$ cat src/rtl/bfsp_pkg.sv
// Shared types, constants and codes for the box free-space placement block.
`default_nettype none
package bfsp_pkg;

	localparam int MAX_SPACES = 64;
	localparam int IDX_W      = $clog2(MAX_SPACES);
	localparam int CNT_W      = $clog2(MAX_SPACES + 1);
	localparam int DIM_W      = 11;

	localparam logic [DIM_W-1:0] RST_LENGTH = 11'd800;
	localparam logic [DIM_W-1:0] RST_WIDTH  = 11'd1200;
	localparam logic [DIM_W-1:0] RST_HEIGHT = 11'd2000;

	localparam int ADDR_W = 4;

	typedef enum logic [1:0] {
		REG_LENGTH = 2'd0,
		REG_WIDTH  = 2'd1,
		REG_HEIGHT = 2'd2,
		REG_NONE   = 2'd3
	} reg_idx_t;

	typedef enum logic [1:0] {
		ST_PLACED = 2'd0,
		ST_NOFIT  = 2'd1,
		ST_FULL   = 2'd2
	} status_t;

	typedef enum logic [2:0] {
		S_INIT,
		S_IDLE,
		S_SCAN,
		S_DECIDE,
		S_SHIFT,
		S_APPEND,
		S_DONE
	} state_t;

	typedef struct packed {
		logic             start_packing;
		logic [DIM_W-1:0] size_x;
		logic [DIM_W-1:0] size_y;
		logic [DIM_W-1:0] size_z;
		logic [2:0]       rotation;
		logic [30:0]      box_volume;
		logic [15:0]      box_value;
	} box_t;

	typedef struct packed {
		logic [1:0]       status;
		logic [DIM_W-1:0] pos_x;
		logic [DIM_W-1:0] pos_y;
		logic [DIM_W-1:0] pos_z;
		logic [DIM_W-1:0] placed_length;
		logic [DIM_W-1:0] placed_width;
		logic [DIM_W-1:0] placed_height;
		logic [15:0]      placed_count;
		logic [31:0]      value_total;
		logic [39:0]      volume_total;
	} result_t;

	typedef struct packed {
		logic [DIM_W-1:0] ox;
		logic [DIM_W-1:0] oy;
		logic [DIM_W-1:0] oz;
		logic [DIM_W-1:0] el;
		logic [DIM_W-1:0] ew;
		logic [DIM_W-1:0] eh;
	} space_t;

	localparam int SPACE_W = $bits(space_t);

	typedef struct packed {
		logic [DIM_W-1:0] length;
		logic [DIM_W-1:0] width;
		logic [DIM_W-1:0] height;
	} cfg_t;

	typedef struct packed {
		logic init_wr;
		logic accept;
		logic scan;
		logic decide;
		logic shift;
		logic append;
		logic emit;
	} cmd_t;

	typedef struct packed {
		logic scan_done;
		logic placeable;
		logic shift_done;
		logic append_last;
		logic out_free;
	} sts_t;

endpackage
`default_nettype wire

$ cat src/rtl/bfsp_ctrl.sv
// Sequencing state machine for scan, removal, append and result hand-off.
`default_nettype none
module bfsp_ctrl (
	input  wire logic          clk,
	input  wire logic          arst_n,
	input  wire logic          box_valid,
	output logic               box_stall,
	input  wire bfsp_pkg::sts_t sts,
	output bfsp_pkg::cmd_t     cmd
);

	bfsp_pkg::state_t state_q, state_d;

	always_ff @(posedge clk or negedge arst_n) begin
		if (!arst_n) begin
			state_q <= bfsp_pkg::S_INIT;
		end else begin
			state_q <= state_d;
		end
	end

	always_comb begin
		state_d   = state_q;
		cmd       = '0;
		box_stall = 1'b1;
		unique case (state_q)
			bfsp_pkg::S_INIT: begin
				cmd.init_wr = 1'b1;
				state_d     = bfsp_pkg::S_IDLE;
			end
			bfsp_pkg::S_IDLE: begin
				box_stall = 1'b0;
				if (box_valid) begin
					cmd.accept = 1'b1;
					state_d    = bfsp_pkg::S_SCAN;
				end
			end
			bfsp_pkg::S_SCAN: begin
				cmd.scan = 1'b1;
				if (sts.scan_done) begin
					state_d = bfsp_pkg::S_DECIDE;
				end
			end
			bfsp_pkg::S_DECIDE: begin
				cmd.decide = 1'b1;
				state_d    = sts.placeable ? bfsp_pkg::S_SHIFT : bfsp_pkg::S_DONE;
			end
			bfsp_pkg::S_SHIFT: begin
				cmd.shift = 1'b1;
				if (sts.shift_done) begin
					state_d = bfsp_pkg::S_APPEND;
				end
			end
			bfsp_pkg::S_APPEND: begin
				cmd.append = 1'b1;
				if (sts.append_last) begin
					state_d = bfsp_pkg::S_DONE;
				end
			end
			bfsp_pkg::S_DONE: begin
				if (sts.out_free) begin
					cmd.emit = 1'b1;
					state_d  = bfsp_pkg::S_IDLE;
				end
			end
			default: state_d = bfsp_pkg::S_INIT;
		endcase
	end

endmodule
`default_nettype wire

$ cat config.mk
export PLATFORM = sky130hd
export DESIGN_NAME = bfsp_ctrl
export DESIGN_NICKNAME = d
export VERILOG_FILES = /design/src/rtl/bfsp_pkg.sv /design/src/rtl/bfsp_ctrl.sv
export SDC_FILE = /design/constraint.sdc
export NUM_CORES = 1
export LEC_CHECK = 0
export BUFFER_PORTS_ARGS = -buffer_cell sky130_fd_sc_hd__buf_2
export CORE_AREA = 2 2 39 41
export DETAILED_ROUTE_END_ITERATION = 12
export DIE_AREA = 0 0 41 43
export MAX_ROUTING_LAYER = met4
export PLACE_DENSITY = 0.51
export REMOVE_ABC_BUFFERS = 1
export SETUP_SLACK_MARGIN = 0.1
export SKIP_CTS_REPAIR_TIMING = 1
export SLEW_MARGIN = 30
export SYNTH_ARGS = -nofsm -noshare
export SYNTH_HDL_FRONTEND = slang
export SYNTH_SLANG_ARGS = --single-unit
$ cat constraint.sdc
create_clock -name clk -period 1.03 [get_ports clk]
set_input_delay 0.0515 -clock clk [delete_from_list [all_inputs] [get_ports clk]]
set_output_delay 0.0515 -clock clk [all_outputs]
set_load 0.005 [all_outputs]
==> results.md <==
- Register area share after synthesis: 0.303
- Synth area leaders: dfrtp_1 (30%), a21o_1 (6.1%), and4b_2 (4.5%)
- Hold Crit Class: input port to asynchronous set/reset pin
- Crit end category: output pin
- Worst-margin pin slew: 0.283 ns
- Largest fanout on the critical path: 6
- Total global-route track usage: 0.0947
- NumNets Final: 64
- Clock root buffer master: clkbuf_4
- Mapped Area: 248 sq um
- Hold Worst Slack: 0.128 ns
- Initial DRT Pass Iterations: 4
- Count of final max-slew check failures: 0
- Fraction of layout cells with a size suffix above 1: 0.655
- Worst Setup Start Kind: flop
- Final ANT Viol Nets: 0
- Post-DP Area: 367 sq um
- Status: finished with violations
- IO buf count: 15
- Max-cap viol count: 0
- CP Data Required Time: 0.98 ns
- Area grow syn2layout: 87.4%
- Mean post-synth cell area: 8.54 sq um
- F_max: 812 MHz
- Pwr Total: 1.43 mW
- Comb pwr share: 0.633
- Crit. Startpoint: state_q[1]$_DFFE_PN0P_
- Leak: 0.241 nW
- Setup Viol. Count Final: 10
- Core area: 1380 sq um
- Clk network pwr share: 0.156
- Initial Utilization: 0.179
- Sw power: 0.525 mW
- PwrDens: 3070 nW/um^2
- Failing checks: setup timing
- R2R depth: 4
- Biggest regs: state_q x3
- TritonCTS buffer count: 3
- Max_slew headroom: 0.811
- R2r setup slk: -0.14 ns
- Delay-heaviest family, CP: flip-flops
- Worst path cell trace: buf_4 > and4b_2 > buf_2
- Via/cell ratio: 4.35
- RSZ-0062 raised after global routing: yes
- Max clock buf depth: 2
- DR vias: 309
- Io pins: 16
- Post-synth top area share: 0.303
- Synth warn: 0
- CP Buf/Inv Count: 2
- Synth Register Bits: 3
- Final period util: 1.20
- Final worst path period need: 1.23 ns
- Vias in the first global route: 267
- Layout fillers: 149
- CTS tree: built
- Switching Share: 0.368
- Post-DP HPWL: 519 um
- Max FFs per register: 3
- Worst-skew pair later-pin latency: 0.24 ns
- Area leader, netlist: dfrtp_1
- Clock sink count: 3
- Avg WL per Cell: 10.6 um
- Core Rows: 14
- Hold Vio Cnt, Final: 0
- Internal power: 0.902 mW
- CP max stage delay: 0.44 ns
- Largest net degree at the start of global routing: 7
- Drt initial violations: 8
- Final wirelength: 753 um
- Worst path arrival time: 1.18 ns
- Area of the die: 1760 sq um
- CP Class: flop to output pin
- Layout Skew: 0.00432 ns
- H-tree Lvls: 1
- Final instance area: 464 sq um
- Ant diodes: 0
- Clock transition at path regs: 0.04 ns
- Die Y: 43 um
- Largest Register: state_q
- First-pass GRT wire length: 1040 um
- Part of the power in registers: 0.211
- Initial antenna violation count: 0
- Placer congestion estimate: 0.717
- Critical path depth in cells: 3
- Final WS setup: -0.202 ns
- Critical path's slowest cell: dfrtp_2
- End of the critical path: cmd[0]
- Peak VDD IR: 973 uV
- Post-Syn Instances: 29
- Post-synthesis cell type count: 22
- Die X: 41 um
- DRC viols: 0
- R2R Path Start: state_q[0]$_DFFE_PN0P_
- GRT overflow: 0
- Reg2reg end: state_q[1]$_DFFE_PN0P_
kinds of logic (layout without fill, tap and decap cells):
| kind of cell | count (synthesis) | in the layout | share of synthesized area |
|---|---|---|---|
| AO/OA/AOI/OAI | 9 | 9 | 0.252 |
| buffers and inverters | 5 | 31 | 0.126 |
| flip-flops | 3 | 3 | 0.303 |
| multiplexers | 1 | 1 | 0.0404 |
| AND/OR/NAND/NOR | 11 | 11 | 0.278 |
how the worst min path moves through the flow:
| stage | startpoint | end | cells after the start |
|---|---|---|---|
| after global routing | arst_n | state_q[1]$_DFFE_PN0P_ | 2 |
| after global placement | arst_n | state_q[2]$_DFFE_PN0P_ | 1 |
| after floorplan | arst_n | state_q[0]$_DFFE_PN0P_ | 0 |
| after CTS | arst_n | state_q[1]$_DFFE_PN0P_ | 1 |
| final | arst_n | state_q[1]$_DFFE_PN0P_ | 2 |
| after detailed placement | arst_n | state_q[2]$_DFFE_PN0P_ | 1 |
power groups by stage:
stage	clock [mW]	sequential, mW	combinational (mW)
2_1_floorplan	0	0.309	0.298
3_3_place_gp	0	0.271	0.698
3_5_place_dp	0	0.272	0.696
4_1_cts	0.225	0.270	0.699
5_1_grt	0.239	0.312	0.987
6_report	0.222	0.301	0.903
area by class of cell:
cell class,count,area (sq um),area share
Inverter,2,10.0,0.0216
Clock buffer,4,26.3,0.0566
Multi-Input combinational cell,21,154,0.332
Sequential cell,3,78.8,0.170
Timing Repair Buffer,25,175,0.377
Tap cell,16,20.0,0.0431
through the flow:
step,setup slack [ns],TNS [ns],utilization,instances
6_report,-0.202,-1.47,0.335,71
5_1_grt,-0.264,-2.00,0.335,71
4_1_cts,-0.229,-1.53,0.284,67
3_5_place_dp,-0.0229,-0.0381,0.265,63
3_3_place_gp,-0.0231,-0.0446,0.265,63
2_1_floorplan,-0.0579,-0.0579,-,26
cell usage in the layout (no fill, tap or decap):
cell type and instances:
and3_4 1, nor2_1 1, or3b_1 1, buf_4 3, dfrtp_2 3, inv_4 1, o21ai_1 3, a21o_1 2
a21o_2 1, buf_6 6, clkbuf_4 3, and2_1 1, a311oi_1 1, a222oi_1 1, mux2i_1 1, nand2_1 1
nor3b_2 1, clkbuf_1 1, a21oi_1 1, nor2_2 1, dlygate4sd3_1 1, inv_1 1, and4b_2 1, nand3b_1 1
nor3_1 2, buf_2 15
synthesized netlist by cell type:
library cell,n
buf_6,1
inv_4,1
o21ai_1,1
or3b_1,1
buf_2,2
mux2i_1,1
a311oi_1,1
nand2_1,1
dfrtp_1,3
o21ai_0,2
and3_1,1
nand3b_1,1
a21o_2,1
a222oi_1,1
nor2_1,2
inv_1,1
a21oi_1,1
and4b_2,1
a21o_1,2
and2_1,1
nor3_1,2
nor3b_1,1
layer usage:
layer / global-route usage / share of wire / wire [um] / vias up
met5: - / 0 / 0 / -
met4: 0.0800 / 0.016 / 12 / 0
met3: 0.0471 / 0.057 / 43 / 2
met2: 0.113 / 0.47 / 353 / 10
met1: 0.113 / 0.46 / 344 / 139
li1: - / - / - / 158
worst reg2reg max path: cells and delay by family, from the launching register on:
kind | cells | cell delay, ns
AOI/OAI and AO/OA | 2 | 0.21
buffers and inverters | 1 | 0.13
DFF | 1 | 0.44
and+or+nand+nor | 1 | 0.34
(Power assumes the default switching activity.)
