`config.mk`:
```
export PLATFORM = sky130hd
export DESIGN_NAME = bfsp_regs
export DESIGN_NICKNAME = d
export VERILOG_FILES = /design/src/rtl/bfsp_pkg.sv /design/src/rtl/bfsp_regs.sv
export SDC_FILE = /design/constraint.sdc
export NUM_CORES = 1
export LEC_CHECK = 0
export ABC_CLOCK_PERIOD_IN_PS = 2500
export BUFFER_PORTS_ARGS = -buffer_cell sky130_fd_sc_hd__buf_2
export CORE_MARGIN = 4
export CORE_UTILIZATION = 46
export DETAILED_ROUTE_END_ITERATION = 7
export GPL_TIMING_DRIVEN = 1
export MAX_ROUTING_LAYER = met4
export PLACE_DENSITY_LB_ADDON = 0.05
export SLEW_MARGIN = 20
export SYNTH_ARGS = -nofsm -noshare
export SYNTH_HDL_FRONTEND = slang
export SYNTH_SLANG_ARGS = --single-unit
```
`constraint.sdc`:
```
create_clock -name clk -period 2.5 [get_ports clk]
set_input_delay 0.25 -clock clk [delete_from_list [all_inputs] [get_ports clk]]
set_output_delay 0.25 -clock clk [all_outputs]
set_load 0.005 [all_outputs]
```
`src/rtl/bfsp_pkg.sv`:
```
// Shared types, constants and codes for the box free-space placement block.
`default_nettype none
package bfsp_pkg;

	localparam int MAX_SPACES = 64;
	localparam int IDX_W      = $clog2(MAX_SPACES);
	localparam int CNT_W      = $clog2(MAX_SPACES + 1);
	localparam int DIM_W      = 11;

	localparam logic [DIM_W-1:0] RST_LENGTH = 11'd800;
	localparam logic [DIM_W-1:0] RST_WIDTH  = 11'd1200;
	localparam logic [DIM_W-1:0] RST_HEIGHT = 11'd2000;

	localparam int ADDR_W = 4;

	typedef enum logic [1:0] {
		REG_LENGTH = 2'd0,
		REG_WIDTH  = 2'd1,
		REG_HEIGHT = 2'd2,
		REG_NONE   = 2'd3
	} reg_idx_t;

	typedef enum logic [1:0] {
		ST_PLACED = 2'd0,
		ST_NOFIT  = 2'd1,
		ST_FULL   = 2'd2
	} status_t;

	typedef enum logic [2:0] {
		S_INIT,
		S_IDLE,
		S_SCAN,
		S_DECIDE,
		S_SHIFT,
		S_APPEND,
		S_DONE
	} state_t;

	typedef struct packed {
		logic             start_packing;
		logic [DIM_W-1:0] size_x;
		logic [DIM_W-1:0] size_y;
		logic [DIM_W-1:0] size_z;
		logic [2:0]       rotation;
		logic [30:0]      box_volume;
		logic [15:0]      box_value;
	} box_t;

	typedef struct packed {
		logic [1:0]       status;
		logic [DIM_W-1:0] pos_x;
		logic [DIM_W-1:0] pos_y;
		logic [DIM_W-1:0] pos_z;
		logic [DIM_W-1:0] placed_length;
		logic [DIM_W-1:0] placed_width;
		logic [DIM_W-1:0] placed_height;
		logic [15:0]      placed_count;
		logic [31:0]      value_total;
		logic [39:0]      volume_total;
	} result_t;

	typedef struct packed {
		logic [DIM_W-1:0] ox;
		logic [DIM_W-1:0] oy;
		logic [DIM_W-1:0] oz;
		logic [DIM_W-1:0] el;
		logic [DIM_W-1:0] ew;
		logic [DIM_W-1:0] eh;
	} space_t;

	localparam int SPACE_W = $bits(space_t);

	typedef struct packed {
		logic [DIM_W-1:0] length;
		logic [DIM_W-1:0] width;
		logic [DIM_W-1:0] height;
	} cfg_t;

	typedef struct packed {
		logic init_wr;
		logic accept;
		logic scan;
		logic decide;
		logic shift;
		logic append;
		logic emit;
	} cmd_t;

	typedef struct packed {
		logic scan_done;
		logic placeable;
		logic shift_done;
		logic append_last;
		logic out_free;
	} sts_t;

endpackage
`default_nettype wire

```
`src/rtl/bfsp_regs.sv`:
```
// Container size registers behind the APB-style configuration port.
`default_nettype none
module bfsp_regs (
	input  wire logic                        clk,
	input  wire logic                        arst_n,
	input  wire logic                        psel,
	input  wire logic                        penable,
	input  wire logic                        pwrite,
	input  wire logic [bfsp_pkg::ADDR_W-1:0] paddr,
	input  wire logic [31:0]                 pwdata,
	output logic      [31:0]                 prdata,
	output logic                             pready,
	output bfsp_pkg::cfg_t                   cfg
);

	bfsp_pkg::cfg_t   cfg_q;
	bfsp_pkg::reg_idx_t idx;
	logic             wr;

	assign idx    = bfsp_pkg::reg_idx_t'(paddr[3:2]);
	assign wr     = psel && penable && pwrite;
	assign pready = 1'b1;
	assign cfg    = cfg_q;

	always_ff @(posedge clk or negedge arst_n) begin
		if (!arst_n) begin
			cfg_q.length <= bfsp_pkg::RST_LENGTH;
			cfg_q.width  <= bfsp_pkg::RST_WIDTH;
			cfg_q.height <= bfsp_pkg::RST_HEIGHT;
		end else if (wr) begin
			unique case (idx)
				bfsp_pkg::REG_LENGTH: cfg_q.length <= pwdata[bfsp_pkg::DIM_W-1:0];
				bfsp_pkg::REG_WIDTH:  cfg_q.width  <= pwdata[bfsp_pkg::DIM_W-1:0];
				bfsp_pkg::REG_HEIGHT: cfg_q.height <= pwdata[bfsp_pkg::DIM_W-1:0];
				default: ;
			endcase
		end
	end

	always_comb begin
		prdata = '0;
		unique case (idx)
			bfsp_pkg::REG_LENGTH: prdata = 32'(cfg_q.length);
			bfsp_pkg::REG_WIDTH:  prdata = 32'(cfg_q.width);
			bfsp_pkg::REG_HEIGHT: prdata = 32'(cfg_q.height);
			default:              prdata = '0;
		endcase
	end

endmodule
`default_nettype wire

```
==> metrics.md, run 1 <==
| Metric | Value |
|---|---|
| Min cycle time layout | `approximately 1.8 ns` |
| Max reg flops | `33` |
| CTS sink cnt | `33` |
| Critical Path Source Type | `primary input` |
| Setup CP Type | `in2out` |
| Iter 0 DRT Violations | `44` |
| Area delta synth->final | `21.4%` |
| DR vias | `approximately 1200` |
| TNS Setup | `0 ns` |
| Root buf cell | `clkbuf_8` |
| Diode count | `0` |
| Hold-fix buffers at CTS | `0` |
| Part of the cycle the worst path needs | `between 70% and 80%` |
| Min-delay worst type | `in2async` |
| Syn_area_per_cell | `12.7 µm²` |
| Total CTS buffers | `5` |
| WL final | `approximately 3700 µm` |
| Die area | `~0.0048 mm²` |
| Maximum capacitance violations | `0` |
| Clock-pin slew on the worst setup and hold paths | `roughly 0.07 ns` |
| Fillers | `~300` |
| Worst-Margin Slew | `between 0.7 and 0.8 ns` |
| Clock network latency to the later pin of the worst-skew pair | `between 0.2 and 0.3 ns` |
| P per Cell Area | `approximately 800 mW/mm²` |
| Max-slew violation count | `0` |
| Worst EP required | `roughly 2.3 ns` |
| F_max | `approximately 0.55 GHz` |
| Std cell rows | `21` |
| Total global-route track usage | `roughly 18%` |
| Postcts setup bufs | `0` |
| Residual DRC | `0` |
| Distinct cells, synth | `17` |
| Die H | `between 60 and 70 µm` |
| Initial antenna violation count | `0` |
| Final Hold Fails | `0` |
| Core area | `0.00347 mm²` |
| H-tree levels | `2` |
| Initial core utilization | `between 40% and 50%` |
| Routability cong. | `between 0.7 and 0.8` |
| Io pins | `107` |
| Worst vdd rail ir drop | `0.000500 V` |
| Post-DP HPWL | `2660 µm` |
| Worst slew margin | `approximately 52%` |
| Largest net degree at the start of global routing | `34` |
| Register area | `about 840 µm²` |
| Setup WS post-layout | `just under 0.7 ns` |
| Pleak | `roughly 1.1 nW` |
| Number of endpoints failing setup at the final stage | `0` |
| Place WS | `~0.59 ns` |
| CTS tree | `built` |
| Clk buf depth | `2` |
| Syn Std Cell Area | `around 0.0017 mm²` |
| First-pass GRT wire length | `approximately 5700 µm` |
| # resized after CTS | `0` |
| Clock Skew | `0 ns` |
| CP Max Fanout | `15` |
| First drt pass iteration count | `4` |
| Worst EP arrival | `between 1.5 and 2 ns` |
| Register area share after synthesis | `between 40% and 50%` |
| Seq cells post-synth | `33` |
| IO Port Bufs | `between 60 and 70` |
| DIE WIDTH | `around 69 µm` |
| Final Power | `1.66 mW` |
| Area occupied by multi-input gates | `~750 µm²` |
| Total Nets Final | `238` |
| Global route overflow | `0` |
| DR WL/cell | `15.1 µm` |
| Remaining antenna violation count after routing | `0` |
| RSZ-0062 raised after global routing | `no` |
| Via-to-Cell Ratio | `between 4 and 5` |
| Yosys warnings | `0` |
| Cells after Synth | `135` |
| Vias in the first global route | `1171` |
| Outcome | `completed` |
| Ratio of cells with drive above 1 in the final layout | `between 60% and 70%` |
| Crit end category | `output port` |
| Min Hold Slack | `roughly 0.018 ns` |
[cells in the mapped netlist]
cell       n  share of area, %
buf_4     23                10
mux2_2    23                15
dfrtp_1   20                29
dfstp_2   13                20
mux2i_1   11               6.4
nand2_1   11               2.4
o21ai_0   11               3.2
mux2_4    10               8.8
buf_2      3              0.88
clkbuf_1   2              0.44
conb_1     2              0.44
buf_6      1              0.66
nand3_2    1              0.59
nor2b_1    1              0.37
nor3_1     1              0.29
nor3b_1    1              0.44
or3b_1     1              0.51
[final timing paths]
| check | start | endpoint | slack (ns) | cells past startpoint |
|---|---|---|---|---|
| setup / recovery | paddr[3] | prdata[0] | 0.67 | 6 |
| hold / removal | arst_n | cfg[28] | 0.02 | 1 |
| setup reg to reg | cfg[13] | cfg[13] | 1.72 | 1 |
| hold reg to reg | cfg[25] | cfg[25] | 0.53 | 1 |
| max in group asynchronous | arst_n | cfg[12] | 2.02 | 1 |
| min in group clk | pwdata[3] | cfg[14] | 0.22 | 2 |
[worst max-delay path, cell delays in order]
cell	delay, ns
buf_2	0.27
nor2b_1	0.50
buf_4	0.26
nand2_1	0.06
o21ai_0	0.08
buf_2	0.15
[placed cells by master (no fill, tap or decap), drive strengths merged]
cell     n
nand2   11
mux2    33
buf     64
clkbuf   7
mux2i   11
conb    22
nor2b    1
o21ai   11
nand3    1
nor3     1
clkinv   1
nor3b    1
or3b     1
dfstp   13
dfrtp   20
[per-layer routing]
layer | global-route usage (%) | wire length (µm) | vias to the layer above
met3 | 6.00 | 380 | 7
met4 | 6.81 | 48 | 0
met1 | 20.7 | 1490 | 567
li1 | - | - | 543
met2 | 27.9 | 1770 | 63
met5 | - | 0 | -
[layout make-up]
type | count | area share [%]
Clock inverter | 1 | 0.241
Tap cell | 46 | 2.77
Clock buffer | 7 | 4.64
Timing Repair Buffer | 64 | 15.8
Multi-Input combinational cell | 93 | 35.9
Sequential cell | 33 | 40.6
[per-stage QoR]
step	util, %	instances	area [µm²]
6_report	59.8	244	2070
5_1_grt	59.8	244	2070
4_1_cts	59.8	244	2070
3_5_place_dp	56.9	236	1970
3_3_place_gp	56.9	236	1970
2_1_floorplan	-	155	1780
[power breakdown]
part	total [mW]	leakage [nW]	internal, mW	switching (mW)
logic	0.428	0.639	0.255	0.172
registers	0.790	0.382	0.696	0.0943
clock network	0.440	0.0542	0.249	0.191
total	1.66	1.07	1.20	0.458
[cells by family (layout without fill, tap and decap cells)]
family	after synthesis	count (layout)	share of synthesized area (%)
other	2	22	0.439
buffers and inverters	29	72	12.1
flip-flops	33	33	49.3
AO/OA/AOI/OAI	11	11	3.22
AND/OR/NAND/NOR	16	16	4.61
multiplexers	44	44	30.4
No activity file was read; power rests on OpenSTA's default activity.
==> run 2: changes to the inputs <==
ABC_AREA = 1   (was not set)
ABC_CLOCK_PERIOD_IN_PS = 1500   (was 2500)
CORE_UTILIZATION = 39   (was 46)
clock period = 1.5 ns   (was 2.5 ns; I/O delays follow)
==> metrics.md, run 2 <==
| Metric | Value |
|---|---|
| Outcome | `completed (unchanged)` |
| DIE WIDTH | `74.6 µm (was 69.0 µm)` |
| Total CTS buffers | `5 (unchanged)` |
| H-tree levels | `2 (unchanged)` |
| Distinct cells, synth | `15 (was 17)` |
| Register area share after synthesis | `48.7% (was 49.3%)` |
| Iter 0 DRT Violations | `60 (was 44)` |
| Clk buf depth | `2 (unchanged)` |
| Residual DRC | `0 (unchanged)` |
| Clock power frac | `25.6% (was 26.5%)` |
| Die area | `0.00557 mm² (was 0.00475 mm²)` |
| Global route overflow | `0 (unchanged)` |
| Via-to-Cell Ratio | `4.36 (was 4.84)` |
| Crit end category | `output port (unchanged)` |
| Initial antenna violation count | `0 (unchanged)` |
| Post-synth EDFFs | `0 (unchanged)` |
| Internal Pwr Total | `1.73 mW (was 1.20 mW)` |
| Most numerous cell in the Yosys netlist | `nand2_1` |
| CP delay by family, top | `flip-flops (was buffers and inverters)` |
| Register area | `842 µm² (unchanged)` |
| Total global-route track usage | `17.2% (was 17.6%)` |
| Worst reg-to-reg path cell count | `2 (was 1)` |
| P per Cell Area | `1190 mW/mm² (was 799 mW/mm²)` |
| Logic pwr share | `23.2% (was 25.8%)` |
| Std cell rows | `23 (was 21)` |
| CTS tree | `built (unchanged)` |
| Core area | `0.00414 mm² (was 0.00347 mm²)` |
| Setup CP Type | `reg2out (was in2out)` |
| Min cycle time layout | `between 1 and 1.5 ns` |
| Sw frac | `30.1% (was 27.6%)` |
| Postcts setup bufs | `0 (unchanged)` |
| Number of endpoints failing setup at the final stage | `0 (unchanged)` |
| Vias in the first global route | `1344 (was 1171)` |
| Io pins | `107 (unchanged)` |
| Worst path depth | `3 (was 6)` |
| Commonest cells after routing, fill and taps aside | `nand2_1 (138), buf_2 (61), conb_1 (22), dfrtp_1 (20), dfstp_2 (13) (was buf_2 (61), mux2_2 (23), conb_1 (22), dfrtp_1 (20), dfstp_2 (13))` |
| Max reg flops | `33 (unchanged)` |
| Seq cells post-synth | `33 (unchanged)` |
| IO Port Bufs | `61 (unchanged)` |
| Area delta synth->final | `19.9% (was 21.4%)` |
| Synth async-reset ratio | `100% (unchanged)` |
| CTS sink cnt | `33 (unchanged)` |
| Hold_sp | `pwdata[5]` |
| Placed insts | `334 (was 236)` |
| Root buf cell | `clkbuf_8 (unchanged)` |
| Syn_area_per_cell | `7.62 µm² (was 12.7 µm²)` |
| Switch Pwr | `743 µW (was 458 µW)` |
| Sequential fraction of design power | `51.2% (was 47.7%)` |
| First-pass GRT wire length | `6740 µm (was 5730 µm)` |
| Top cell type's share of synthesized area | `29.9% (was 29.3%)` |
| Yosys warnings | `0 (unchanged)` |
| Max-slew violation count | `0 (unchanged)` |
| DR WL/cell | `12.4 µm (was 15.1 µm)` |
| Diode count | `0 (unchanged)` |
| RSZ-0062 raised after global routing | `no (unchanged)` |
| Worst EP arrival | `1.07 ns (was 1.58 ns)` |
| F_max | `around 0.82 GHz` |
| Fillers | `437 (was 301)` |
| Top cells by count, synth | `nand2_1 (138), buf_4 (27), dfrtp_1 (20), dfstp_2 (13), nand3_1 (11) (was buf_4 (23), mux2_2 (23), dfrtp_1 (20), dfstp_2 (13))` |
| Area occupied by multi-input gates | `703 µm² (was 746 µm²)` |
| DR vias | `1496 (was 1180)` |
| First drt pass iteration count | `4 (unchanged)` |
| Predominant post-synthesis flop cell | `dfrtp_1 (unchanged)` |
| Ratio of cells with drive above 1 in the final layout | `31.7% (was 61.1%)` |
| CP max stage delay | `0.54 ns (was 0.50 ns)` |
| Commonest non-fill, non-tap cell in the layout | `nand2_1 (was buf_2)` |
| Crit path from | `cfg[15] (was paddr[3])` |
| Part of the cycle the worst path needs | `81.3%` |
| Clock-pin slew on the worst setup and hold paths | `0.07 ns (about the same)` |
| Pleak | `1.23 nW (was 1.07 nW)` |
| Worst r2r src | `cfg[6] (was cfg[13])` |
| Die H | `74.6 µm (was 69.0 µm)` |
| Crit path max-delay cell type | `dfstp_2 (was nor2b_1)` |
| Min-delay worst type | `in2reg (was in2async)` |
| Top post-synthesis cells by area | `nand2_1 (30%), dfrtp_1 (29%), dfstp_2 (20%) (was dfrtp_1 (29%), dfstp_2 (20%), mux2_2 (15%))` |
| CP Max Fanout | `3 (was 15)` |
| WL final | `4260 µm (was 3690 µm)` |
| TNS Setup | `0 ns (unchanged)` |
| Remaining antenna violation count after routing | `0 (unchanged)` |
| Hold Path Stages | `3` |
| Critical Path Source Type | `flop (was primary input)` |
| Routability cong. | `0.778 (was 0.704)` |
| Largest net degree at the start of global routing | `34 (unchanged)` |
| CP cell instances | `nand2_1 -> nand3_1 -> buf_2 (was buf_2 -> nor2b_1 -> buf_4 -> nand2_1 -> o21ai_0 -> buf_2)` |
| Worst EP required | `1.35 ns (was 2.25 ns)` |
| Total Nets Final | `333 (was 238)` |
| Clock network latency to the later pin of the worst-skew pair | `0.27 ns (was 0.28 ns)` |
| Area leader, netlist | `nand2_1 (was dfrtp_1)` |
| Clock Skew | `0 ns (unchanged)` |
| Worst vdd rail ir drop | `0.000545 V (was 0.000500 V)` |
| Cells after Synth | `227 (was 135)` |
| Finished Layout Cells | `343 (was 244)` |
| Maximum capacitance violations | `0 (unchanged)` |
| Post-DP HPWL | `3080 µm (was 2660 µm)` |
| Crit path buf inv count | `1 (was 3)` |
| Final Hold Fails | `0 (unchanged)` |
| Initial core utilization | `41.8% (was 49.3%)` |
| Syn Std Cell Area | `0.00173 mm² (was 0.00171 mm²)` |
[run 2: changes by cell type in the layout (fill, tap and decap cells not counted), moves of 4 or more]
cell     before  now
nand2_1      11  138
mux2_2       23    0
mux2i_1      11    0
nand3_1       0   11
o21ai_0      11    0
mux2_4       10    0
buf_4         3    7
[run 2: logic make-up after synthesis]
group / after synthesis / share of synthesized area (%)
buffers and inverters: 36 / 15.0
DFF: 33 / 48.7
other: 2 / 0.434
and+or+nand+nor: 156 / 35.9
[run 2: repair_timing]
action / CTS / global route
hold endpoints to repair: 20 / 0
resized for setup: 0 / 0
hold buffers: 1 / 0
[run 2: tightest hold or removal path, delay by kind of cell]
kind                   cells  cell delay, ns
buffers and inverters      1            0.11
AND/OR/NAND/NOR            2            0.11
[run 2: routing by layer]
layer | wire, µm | vias up | GRT usage, %
met3 | 350 | 4 | 4.41
met5 | 0 | - | -
met4 | 38 | 0 | 4.74
li1 | - | 772 | -
met2 | 1940 | 62 | 26.0
met1 | 1930 | 658 | 23.0
[run 2: worst paths after layout]
| kind | slack [ns] | end |
|---|---|---|
| worst max-delay path | 0.28 | prdata[4] |
| worst min-delay path | 0.09 | cfg[16] |
| worst max register to register | 0.76 | cfg[6] |
| worst min register to register | 0.47 | cfg[7] |
| max in group asynchronous | 0.74 | cfg[6] |
| min in group asynchronous | 0.41 | cfg[32] |
[run 2: power by group through the flow]
stage / Combinational (mW) / Clock (mW) / Sequential (mW)
6_report: 0.573 / 0.633 / 1.27
5_1_grt: 0.668 / 0.697 / 1.30
2_1_floorplan: 0.284 / 0 / 1.28
4_1_cts: 0.587 / 0.652 / 1.27
3_3_place_gp: 0.578 / 0 / 1.28
3_5_place_dp: 0.583 / 0 / 1.28
[run 2: stage by stage]
| stage | utilization, % | total power, mW | area (µm²) | setup slack, ns | hold slack (ns) |
|---|---|---|---|---|---|
| after CTS | 50.1 | 2.51 | 2070 | 0.262 | 0.0753 |
| after detailed placement | 47.9 | 1.86 | 1980 | 0.181 | 0.204 |
| after floorplan | - | 1.57 | 1810 | 0.692 | -0.146 |
| final | 50.1 | 2.47 | 2070 | 0.280 | 0.0850 |
| after global routing | 50.1 | 2.67 | 2070 | 0.202 | 0.0807 |
| after global placement | 47.9 | 1.86 | 1980 | 0.188 | 0.200 |
[run 2: final cells by class]
class / count / area share, %
Inverter: 5 / 0.905
Tap cell: 50 / 3.02
Clock buffer: 8 / 3.86
Multi-Input combinational cell: 178 / 33.9
Timing Repair Buffer: 69 / 17.7
Sequential cell: 33 / 40.6
